`config.mk`:
```
export PLATFORM = sky130hd
export DESIGN_NAME = escalating_outage_watchdog_top
export DESIGN_NICKNAME = d
export VERILOG_FILES = /design/src/rtl/core/eow_pkg.sv /design/src/rtl/core/eow_csr.sv /design/src/rtl/core/eow_step.sv /design/src/rtl/core/escalating_outage_watchdog_top.sv
export SDC_FILE = /design/constraint.sdc
export NUM_CORES = 2
export LEC_CHECK = 0
export BUFFER_PORTS_ARGS = -buffer_cell sky130_fd_sc_hd__buf_2
export CORE_MARGIN = 2
export CORE_UTILIZATION = 50
export CTS_BUF_LIST = sky130_fd_sc_hd__clkbuf_4 sky130_fd_sc_hd__clkbuf_8
export DETAILED_ROUTE_END_ITERATION = 12
export HOLD_SLACK_MARGIN = 0.15
export PLACE_DENSITY = 0.65
export REMOVE_ABC_BUFFERS = 1
export SYNTH_ARGS = -nofsm -noshare
export SYNTH_HDL_FRONTEND = slang
export SYNTH_SLANG_ARGS = --single-unit
```
`constraint.sdc`:
```
create_clock -name clock -period 14.8 [get_ports clock]
set_input_delay 0.74 -clock clock [delete_from_list [all_inputs] [get_ports clock]]
set_output_delay 0.74 -clock clock [all_outputs]
set_load 0.05 [all_outputs]
```
`src/rtl/core/eow_pkg.sv`:
```
// ----------------------------------------------------------------------------
// eow_pkg
// Shared types, constants and helpers for the escalating outage watchdog:
// register indexes, reset values, config and result bundles.
// ----------------------------------------------------------------------------
package eow_pkg;

   // Field widths
   localparam int SEC_BITS      = 20;
   localparam int MS_SPAN_BITS  = 30;   // seconds * 1000 for a 20-bit value
   localparam int INTERVAL_BITS = 32;
   localparam int NOW_W         = 48;
   localparam int CSR_IDX_BITS  = 3;
   localparam int TIME_BITS_DEF = 48;

   localparam logic [9:0] MS_PER_S = 10'd1000;

   // Register reset values
   localparam logic [SEC_BITS-1:0] SOFT_BASE_RST   = 20'd30;
   localparam logic [SEC_BITS-1:0] SOFT_MAX_RST    = 20'd600;
   localparam logic [SEC_BITS-1:0] REBOOT_BASE_RST = 20'd300;
   localparam logic [SEC_BITS-1:0] REBOOT_MAX_RST  = 20'd3600;

   // Register indexes
   typedef enum logic [CSR_IDX_BITS-1:0] {
      CSR_SOFT_BASE   = 3'd0,
      CSR_SOFT_MAX    = 3'd1,
      CSR_REBOOT_BASE = 3'd2,
      CSR_REBOOT_MAX  = 3'd3,
      CSR_DRY_RUN     = 3'd4
   } eow_csr_idx_type;

   typedef struct packed {
      logic [SEC_BITS-1:0] soft_base_s;
      logic [SEC_BITS-1:0] soft_max_s;
      logic [SEC_BITS-1:0] reboot_floor_sec;
      logic [SEC_BITS-1:0] reboot_cap_sec;
      logic                dry_run;
   } eow_cfg_type;

   typedef struct packed {
      logic                soft_reset;
      logic                reboot;
      logic                in_outage;
      logic [NOW_W-1:0]    down_ms;
      logic [SEC_BITS-1:0] backoff_s;
   } eow_rsp_type;

   // Convert seconds to milliseconds (constant multiply)
   function automatic logic [MS_SPAN_BITS-1:0] sec_to_ms(input logic [SEC_BITS-1:0] sec);
      return MS_SPAN_BITS'(sec) * MS_SPAN_BITS'(MS_PER_S);
   endfunction

   localparam logic [INTERVAL_BITS-1:0] SOFT_INTERVAL_RST =
      INTERVAL_BITS'(SOFT_BASE_RST) * INTERVAL_BITS'(MS_PER_S);

endpackage

```
`src/rtl/core/eow_csr.sv`:
```
// ----------------------------------------------------------------------------
// eow_csr
// Configuration register file: five write-only registers, decoded by index.
// ----------------------------------------------------------------------------
module eow_csr (
   input  logic                              clock,
   input  logic                              reset,
   input  logic                              csr_we,
   input  logic [eow_pkg::CSR_IDX_BITS-1:0]  csr_index,
   input  logic [eow_pkg::SEC_BITS-1:0]      csr_wdata,
   output eow_pkg::eow_cfg_type              cfg
);
   import eow_pkg::*;

   eow_cfg_type cfg_ff;
   eow_cfg_type cfg_in;

   // Decode the write and replace the addressed field
   always_comb begin
      cfg_in = cfg_ff;
      if (csr_we) begin
         case (csr_index)
            CSR_SOFT_BASE:   cfg_in.soft_base_s      = csr_wdata;
            CSR_SOFT_MAX:    cfg_in.soft_max_s       = csr_wdata;
            CSR_REBOOT_BASE: cfg_in.reboot_floor_sec = csr_wdata;
            CSR_REBOOT_MAX:  cfg_in.reboot_cap_sec   = csr_wdata;
            CSR_DRY_RUN:     cfg_in.dry_run          = csr_wdata[0];
            default:         cfg_in = cfg_ff;
         endcase
      end
   end

   always_ff @(posedge clock) begin
      if (reset) begin
         cfg_ff.soft_base_s      <= SOFT_BASE_RST;
         cfg_ff.soft_max_s       <= SOFT_MAX_RST;
         cfg_ff.reboot_floor_sec <= REBOOT_BASE_RST;
         cfg_ff.reboot_cap_sec   <= REBOOT_MAX_RST;
         cfg_ff.dry_run          <= 1'b0;
      end else begin
         cfg_ff <= cfg_in;
      end
   end

   assign cfg = cfg_ff;

endmodule

```
`src/rtl/core/eow_step.sv`:
```
// ----------------------------------------------------------------------------
// eow_step
// Outage state registers and the event update: deadline checks,
// interval and backoff doubling with caps, saturating deadline sums.
// ----------------------------------------------------------------------------
module eow_step #(
   parameter int TIME_BITS = eow_pkg::TIME_BITS_DEF
) (
   input  logic                          clock,
   input  logic                          reset,
   input  eow_pkg::eow_cfg_type          cfg,
   input  logic                          fire,
   input  logic                          cmd,
   input  logic [eow_pkg::NOW_W-1:0]     now_ms,
   output eow_pkg::eow_rsp_type          rsp
);
   import eow_pkg::*;

   localparam int NOW_BITS = (TIME_BITS < NOW_W) ? TIME_BITS : NOW_W;

   // Add an interval to a time, clamping at all ones
   function automatic logic [TIME_BITS-1:0] sat_add(input logic [TIME_BITS-1:0]     a,
                                                    input logic [INTERVAL_BITS-1:0] b);
      logic [TIME_BITS:0] sum;
      sum = {1'b0, a} + (TIME_BITS+1)'(b);
      return sum[TIME_BITS] ? {TIME_BITS{1'b1}} : sum[TIME_BITS-1:0];
   endfunction

   logic                     active_ff, active_in;
   logic [TIME_BITS-1:0]     start_ff, start_in;
   logic [TIME_BITS-1:0]     soft_dl_ff, soft_dl_in;
   logic [TIME_BITS-1:0]     reboot_dl_ff, reboot_dl_in;
   logic [INTERVAL_BITS-1:0] soft_int_ff, soft_int_in;
   logic [SEC_BITS-1:0]      backoff_ff, backoff_in;

   logic [TIME_BITS-1:0]     now_t;
   logic [SEC_BITS-1:0]      bo_clean;
   logic [INTERVAL_BITS:0]   soft_dbl;
   logic [INTERVAL_BITS-1:0] soft_cap;
   logic [INTERVAL_BITS-1:0] soft_next;
   logic [INTERVAL_BITS-1:0] soft_first_ms;
   logic [SEC_BITS:0]        bo_dbl;
   logic [SEC_BITS-1:0]      bo_next;
   logic                     soft_hit;
   logic                     reboot_hit;
   logic                     soft_fire;
   logic                     reboot_fire;
   logic [TIME_BITS-1:0]     offline;

   assign now_t = TIME_BITS'(now_ms[NOW_BITS-1:0]);

   // Pull an out-of-range backoff back to base
   assign bo_clean = (backoff_ff < cfg.reboot_floor_sec || backoff_ff > cfg.reboot_cap_sec)
                   ? cfg.reboot_floor_sec : backoff_ff;

   // Doubled soft interval, capped
   assign soft_first_ms = INTERVAL_BITS'(sec_to_ms(cfg.soft_base_s));
   assign soft_cap      = INTERVAL_BITS'(sec_to_ms(cfg.soft_max_s));
   assign soft_dbl      = {soft_int_ff, 1'b0};
   assign soft_next     = (soft_dbl < (INTERVAL_BITS+1)'(soft_cap))
                        ? soft_dbl[INTERVAL_BITS-1:0] : soft_cap;

   // Doubled reboot backoff, capped
   assign bo_dbl  = {bo_clean, 1'b0};
   assign bo_next = (bo_dbl < (SEC_BITS+1)'(cfg.reboot_cap_sec))
                  ? bo_dbl[SEC_BITS-1:0] : cfg.reboot_cap_sec;

   assign soft_hit   = now_t >= soft_dl_ff;
   assign reboot_hit = now_t >= reboot_dl_ff;

   // Next state for one event
   always_comb begin
      active_in    = active_ff;
      start_in     = start_ff;
      soft_dl_in   = soft_dl_ff;
      reboot_dl_in = reboot_dl_ff;
      soft_int_in  = soft_int_ff;
      backoff_in   = bo_clean;
      soft_fire    = 1'b0;
      reboot_fire  = 1'b0;
      if (!cmd) begin
         // connectivity back: drop the outage, return backoff to base
         active_in    = 1'b0;
         start_in     = '0;
         soft_dl_in   = '0;
         reboot_dl_in = '0;
         soft_int_in  = soft_first_ms;
         backoff_in   = cfg.reboot_floor_sec;
      end else if (!active_ff) begin
         // first failure: arm both deadlines
         active_in    = 1'b1;
         start_in     = now_t;
         soft_int_in  = soft_first_ms;
         soft_dl_in   = sat_add(now_t, soft_first_ms);
         reboot_dl_in = sat_add(now_t, INTERVAL_BITS'(sec_to_ms(bo_clean)));
      end else begin
         if (soft_hit) begin
            soft_fire   = 1'b1;
            soft_int_in = soft_next;
            soft_dl_in  = sat_add(now_t, soft_next);
         end
         if (reboot_hit) begin
            reboot_fire = 1'b1;
            backoff_in  = bo_next;
            if (cfg.dry_run) begin
               reboot_dl_in = sat_add(now_t, INTERVAL_BITS'(sec_to_ms(bo_next)));
            end else begin
               active_in    = 1'b0;
               start_in     = '0;
               soft_dl_in   = '0;
               reboot_dl_in = '0;
               soft_int_in  = soft_first_ms;
            end
         end
      end
   end

   // Time offline after this event
   assign offline = (active_in && now_t >= start_in) ? (now_t - start_in) : '0;

   always_comb begin
      rsp.soft_reset = soft_fire;
      rsp.reboot     = reboot_fire;
      rsp.in_outage  = active_in;
      rsp.down_ms    = NOW_W'(offline[NOW_BITS-1:0]);
      rsp.backoff_s  = backoff_in;
   end

   // Commit state when an event is processed
   always_ff @(posedge clock) begin
      if (reset) begin
         active_ff    <= 1'b0;
         start_ff     <= '0;
         soft_dl_ff   <= '0;
         reboot_dl_ff <= '0;
         soft_int_ff  <= SOFT_INTERVAL_RST;
         backoff_ff   <= REBOOT_BASE_RST;
      end else if (fire) begin
         active_ff    <= active_in;
         start_ff     <= start_in;
         soft_dl_ff   <= soft_dl_in;
         reboot_dl_ff <= reboot_dl_in;
         soft_int_ff  <= soft_int_in;
         backoff_ff   <= backoff_in;
      end
   end

endmodule

```
`src/rtl/core/escalating_outage_watchdog_top.sv`:
```
// ----------------------------------------------------------------------------
// escalating_outage_watchdog_top
// Connectivity watchdog with escalating soft reset and reboot backoff.
// Path: a request passes through the input register, then the event update
//   into the response register.
// Throughput: one request per cycle unless a held response stalls the pipe.
// Reset: synchronous; clears outage state, loads register defaults.
// ----------------------------------------------------------------------------
module escalating_outage_watchdog_top #(
   parameter int TIME_BITS = eow_pkg::TIME_BITS_DEF
) (
   input  logic                              clock,
   input  logic                              reset,
   // configuration
   input  logic                              csr_we,
   input  logic [eow_pkg::CSR_IDX_BITS-1:0]  csr_index,
   input  logic [eow_pkg::SEC_BITS-1:0]      csr_wdata,
   // request
   input  logic                              req_valid,
   output logic                              req_ready,
   input  logic                              req_cmd,
   input  logic [eow_pkg::NOW_W-1:0]         req_now_ms,
   // response
   output logic                              rsp_valid,
   input  logic                              rsp_ready,
   output logic                              rsp_soft_reset,
   output logic                              rsp_reboot,
   output logic                              rsp_in_outage,
   output logic [eow_pkg::NOW_W-1:0]         rsp_offline_ms,
   output logic [eow_pkg::SEC_BITS-1:0]      rsp_backoff_s
);
   import eow_pkg::*;

   eow_cfg_type cfg;
   eow_rsp_type step_rsp;

   logic             in_valid_ff, in_valid_in;
   logic             in_cmd_ff;
   logic [NOW_W-1:0] in_now_ff;
   logic             out_valid_ff, out_valid_in;
   eow_rsp_type      out_ff;
   logic             stall;
   logic             advance;
   logic             accept;

   eow_csr u_csr (
      .clock     (clock),
      .reset     (reset),
      .csr_we    (csr_we),
      .csr_index (csr_index),
      .csr_wdata (csr_wdata),
      .cfg       (cfg)
   );

   eow_step #(
      .TIME_BITS (TIME_BITS)
   ) u_step (
      .clock  (clock),
      .reset  (reset),
      .cfg    (cfg),
      .fire   (advance),
      .cmd    (in_cmd_ff),
      .now_ms (in_now_ff),
      .rsp    (step_rsp)
   );

   // Hold the pipe while a response waits
   assign stall     = out_valid_ff && !rsp_ready;
   assign advance   = in_valid_ff && !stall;
   assign req_ready = !in_valid_ff || !stall;
   assign accept    = req_valid && req_ready;

   assign in_valid_in  = accept || (in_valid_ff && stall);
   assign out_valid_in = advance || stall;

   always_ff @(posedge clock) begin
      if (reset) begin
         in_valid_ff  <= 1'b0;
         out_valid_ff <= 1'b0;
      end else begin
         in_valid_ff  <= in_valid_in;
         out_valid_ff <= out_valid_in;
      end
   end

   // Capture the request
   always_ff @(posedge clock) begin
      if (accept) begin
         in_cmd_ff <= req_cmd;
         in_now_ff <= req_now_ms;
      end
   end

   // Capture the response
   always_ff @(posedge clock) begin
      if (advance) begin
         out_ff <= step_rsp;
      end
   end

   assign rsp_valid      = out_valid_ff;
   assign rsp_soft_reset = out_ff.soft_reset;
   assign rsp_reboot     = out_ff.reboot;
   assign rsp_in_outage  = out_ff.in_outage;
   assign rsp_offline_ms = out_ff.down_ms;
   assign rsp_backoff_s  = out_ff.backoff_s;

endmodule
```
==> flow_summary_export.csv <==
group,metric,value,unit
sta,fin_ws,1.56,ns
drt,drt-total-wl,129000,um
place,routabilityCongestion,0.938,
synthesis,synth_top_family_by_area,"adder cells",
finish,area.growth.synth_to_final,10.0,%
global_routing,grt_max_degree,85,
power_and_ir_drop,power_frac_clock,0.156,
clock_network,clk_latency,0.76,ns
drt,route.detailed.drc,0,
power_and_ir_drop,pwr_density_cell,168,mW/mm^2
die,fp.dieW,295,um
run,drv_cap,0,
power_and_ir_drop,sw_frac_of_total,0.473,
clock_network,clkTransAtPathRegs,0.07,ns
worst_setup_path,worstPathMaxFanout,12,
worst_setup_path,startpoint_type,"flip-flop",
synthesis,synth_top_cell_by_area,"ha_1",
synthesis,synth_commonest_cells,"585 x ha_1, 496 x inv_1, 417 x nand2_1, 407 x a21oi_1, 344 x nor2_1",
synthesis,yosys.cell_count.top_type,"ha_1",
hold_path,hp-start,"req_now_ms[2]",
place,dp_slack,1.68,ns
drt,wl_per_cell,20.6,um
drt,via_per_inst,5.86,
synthesis,syn_area_per_cell,8.70,sq um
worst_setup_path,path_class,"reg2reg",
synthesis,netlist_instances,4857,
clock_network,cts_setup_buffers,0,
global_routing,grt_pass1_wl,199000,um
synthesis,synth-edff-count,120,
hold_path,holdPathEnd,"in_now_ff[2]",
clock_network,cts_resized,0,
clock_network,htreeDepth,3,
sta,slew_headroom,0.203,
synthesis,ys_async_sr_fraction,0,
die,die_h,295,um
clock_network,cts_hold_buf,48,
power_and_ir_drop,pwr-share-comb,0.682,
clock_network,clock-sinks,400,
die,num_rows,106,
power_and_ir_drop,leakage,0.0212,uW
worst_setup_path,rrSetupSlack,1.56,ns
power_and_ir_drop,power.switching,3700,uW
worst_setup_path,cp.required,15.43,ns
synthesis,synth_xor_area_frac,0.0520,
synthesis,synth-adder-area-share,0.306,
worst_setup_path,crit_slowest_cell,"a21oi_1",
hold_path,hold_path_class,"in2reg",
run_status,outcome,"completed",
hold_path,min_path_cells,1,
synthesis,synthTopCellsByArea,"ha_1 17%, fa_1 13%, dfxtp_1 13%",
worst_setup_path,r2r_start,"u_csr.cfg[14]",
sta,fin_skew,0.0575,ns
finish,nFillCells,7687,
drt,ant_nets,0,
synthesis,synth_compound_area_frac,0.214,
clock_network,cts-root-buf,"clkbuf_8",
synthesis,ys_types,94,
sta,hold_viol,0,
sta,tns,0,ns
clock_network,clockBufferDepth,3,
worst_setup_path,timing.rr.end,"u_step.reboot_dl_ff[35]",
drt,drt_iter0_markers,3403,
worst_setup_path,end_kind,"flip-flop",
sta,period_share,0.894,
drt,firstDrtPassIters,8,
clock_network,cts_made_buffers,78,
finish,post-route-util,0.556,
die,dieArea,0.0869,sq mm
global_routing,antenna_found_initial,3,
sta,hold_slack,0.220,ns
global_routing,grt_pass1_vias,35300,
sta,period_needed,13.24,ns
sta,slew_violations,0,
worst_setup_path,cpPeakStageDelay,0.83,ns
global_routing,grt_overflow_total,0,
power_and_ir_drop,p_int,4120,uW
clock_network,cts_tree,"yes",
synthesis,synth_top_area_share,0.173,
worst_setup_path,crit_arrival,13.87,ns
synthesis,ys.flop_type,"dfxtp_1",
sta,max_freq,0.0755,GHz
die,coreArea,0.0837,sq mm
power_and_ir_drop,ir_worst_vdd,0.275,mV
synthesis,synthMuxAreaShare,0.0203,
place,dp_hpwl,97700,um
synthesis,syn_area,0.0423,sq mm
die,start_util,0.505,
place,io_buffers,149,
synthesis,synthSimpleGateAreaFrac,0.129,
synthesis,ys_seq_area_frac,0.218,
die,design.portCount,150,
global_routing,grtUsageTotal,0.296,
power_and_ir_drop,total_power,7820,uW
finish,final_nets,5976,
sta,setup_violations,0,
finish,drive_gt1_frac,0.0924,
sta,worstMarginPinSlew,1.19,ns
sta,rsz0062_at_grt,"false",
synthesis,ys_warn_count,0,
drt,dr_total_vias,36500,
worst_setup_path,r2r_cells,50,
synthesis,ys_ff_latch,400,
power_and_ir_drop,seq_power_share,0.162,
[power by group through the flow]
stage	Sequential, uW	Combinational (uW)	Clock (uW)
after global routing	1280	5960	1290
final	1270	5340	1220
after global placement	1290	5260	0
after CTS	1270	5330	1240
after detailed placement	1290	5280	0
after floorplan	1320	4070	0
[logic make-up after synthesis]
| kind of cell | count (synthesis) |
|---|---|
| DFF | 400 |
| adders and majority gates | 866 |
| and+or+nand+nor | 1194 |
| buffers and inverters | 674 |
| other | 1 |
| muxes | 71 |
| xor gates and xnor gates | 251 |
| AOI/OAI and AO/OA | 1400 |
[area by class of cell]
type	count	area, sq um	area share
Timing Repair Buffer	266	1750	0.0376
Clock buffer	115	1440	0.0309
Clock inverter	28	231	0.00498
Multi-Input combinational cell	3784	30600	0.657
Inverter	503	1890	0.0407
Tap cell	1134	1420	0.0305
Antenna cell	1	2.50	0.0000538
Sequential cell	400	9210	0.198
[flip-flops by register name, summed over array words and instances (netlist names)]
register	cells
in_cmd_ff	1
in_now_ff	48
in_valid_ff	1
rsp_backoff_s	20
rsp_in_outage	1
rsp_offline_ms	48
rsp_reboot	1
rsp_soft_reset	1
rsp_valid	1
u_csr.cfg	81
u_step.active_ff	1
u_step.backoff_ff	20
u_step.reboot_dl_ff	48
u_step.soft_dl_ff	48
u_step.soft_int_ff	32
u_step.start_ff	48
[per-layer routing]
metal  vias to the layer above  wire length, um  track usage
met5                         -                0            0
met4                         0             4790        0.114
met3                       242             9960       0.0564
met2                      1145            59300        0.481
met1                     17500            54400        0.388
li1                      17600                -            -
[critical path: cells and delay by family (launching register included)]
kind	cells	cell delay, ns
buf+inv	6	0.49
flops	1	0.33
simple gates	6	0.58
compound gates	27	7.09
mux	2	1.22
xor+xnor	1	0.19
fa+ha+maj	8	3.20
[metrics by stage]
stage	cells	instance area, sq um
2_1_floorplan	4687	41600
3_3_place_gp	6039	44300
5_1_grt	6231	46500
4_1_cts	6230	46500
3_5_place_dp	6039	44300
6_report	6231	46500
[worst max path at each step]
stage	depth (start not counted)	endpoint	start	slack (ns)
after floorplan	49	u_step.reboot_dl_ff[45]	u_csr.cfg[14]	2.19
after global placement	50	u_step.reboot_dl_ff[35]	u_csr.cfg[14]	1.82
after detailed placement	50	u_step.reboot_dl_ff[35]	u_csr.cfg[14]	1.68
after CTS	50	u_step.reboot_dl_ff[35]	u_csr.cfg[14]	1.64
after global routing	51	u_step.reboot_dl_ff[34]	u_csr.cfg[14]	0.53
final	50	u_step.reboot_dl_ff[35]	u_csr.cfg[14]	1.56
[cell usage in the layout, fill, tap and decap left out, types with 43 or more instances in the layout]
cell type and n:
dlygate4sd3_1 48, nor2_1 342, a211oi_1 77, a22oi_1 58, a21oi_1 407, o21ai_0 273, nand3_1 75, nor3_1 75
nand4_1 51, nor2b_1 43, a21o_1 161, mux2_2 45, ha_1 585, buf_4 69, buf_2 148, xnor2_1 161
o21a_1 49, dfxtp_1 279, clkbuf_8 92, inv_1 496, fa_1 281, edfxtp_1 120, nand2_1 417, xor2_1 90
o211ai_1 43
Power figures use the tool's default switching activity.
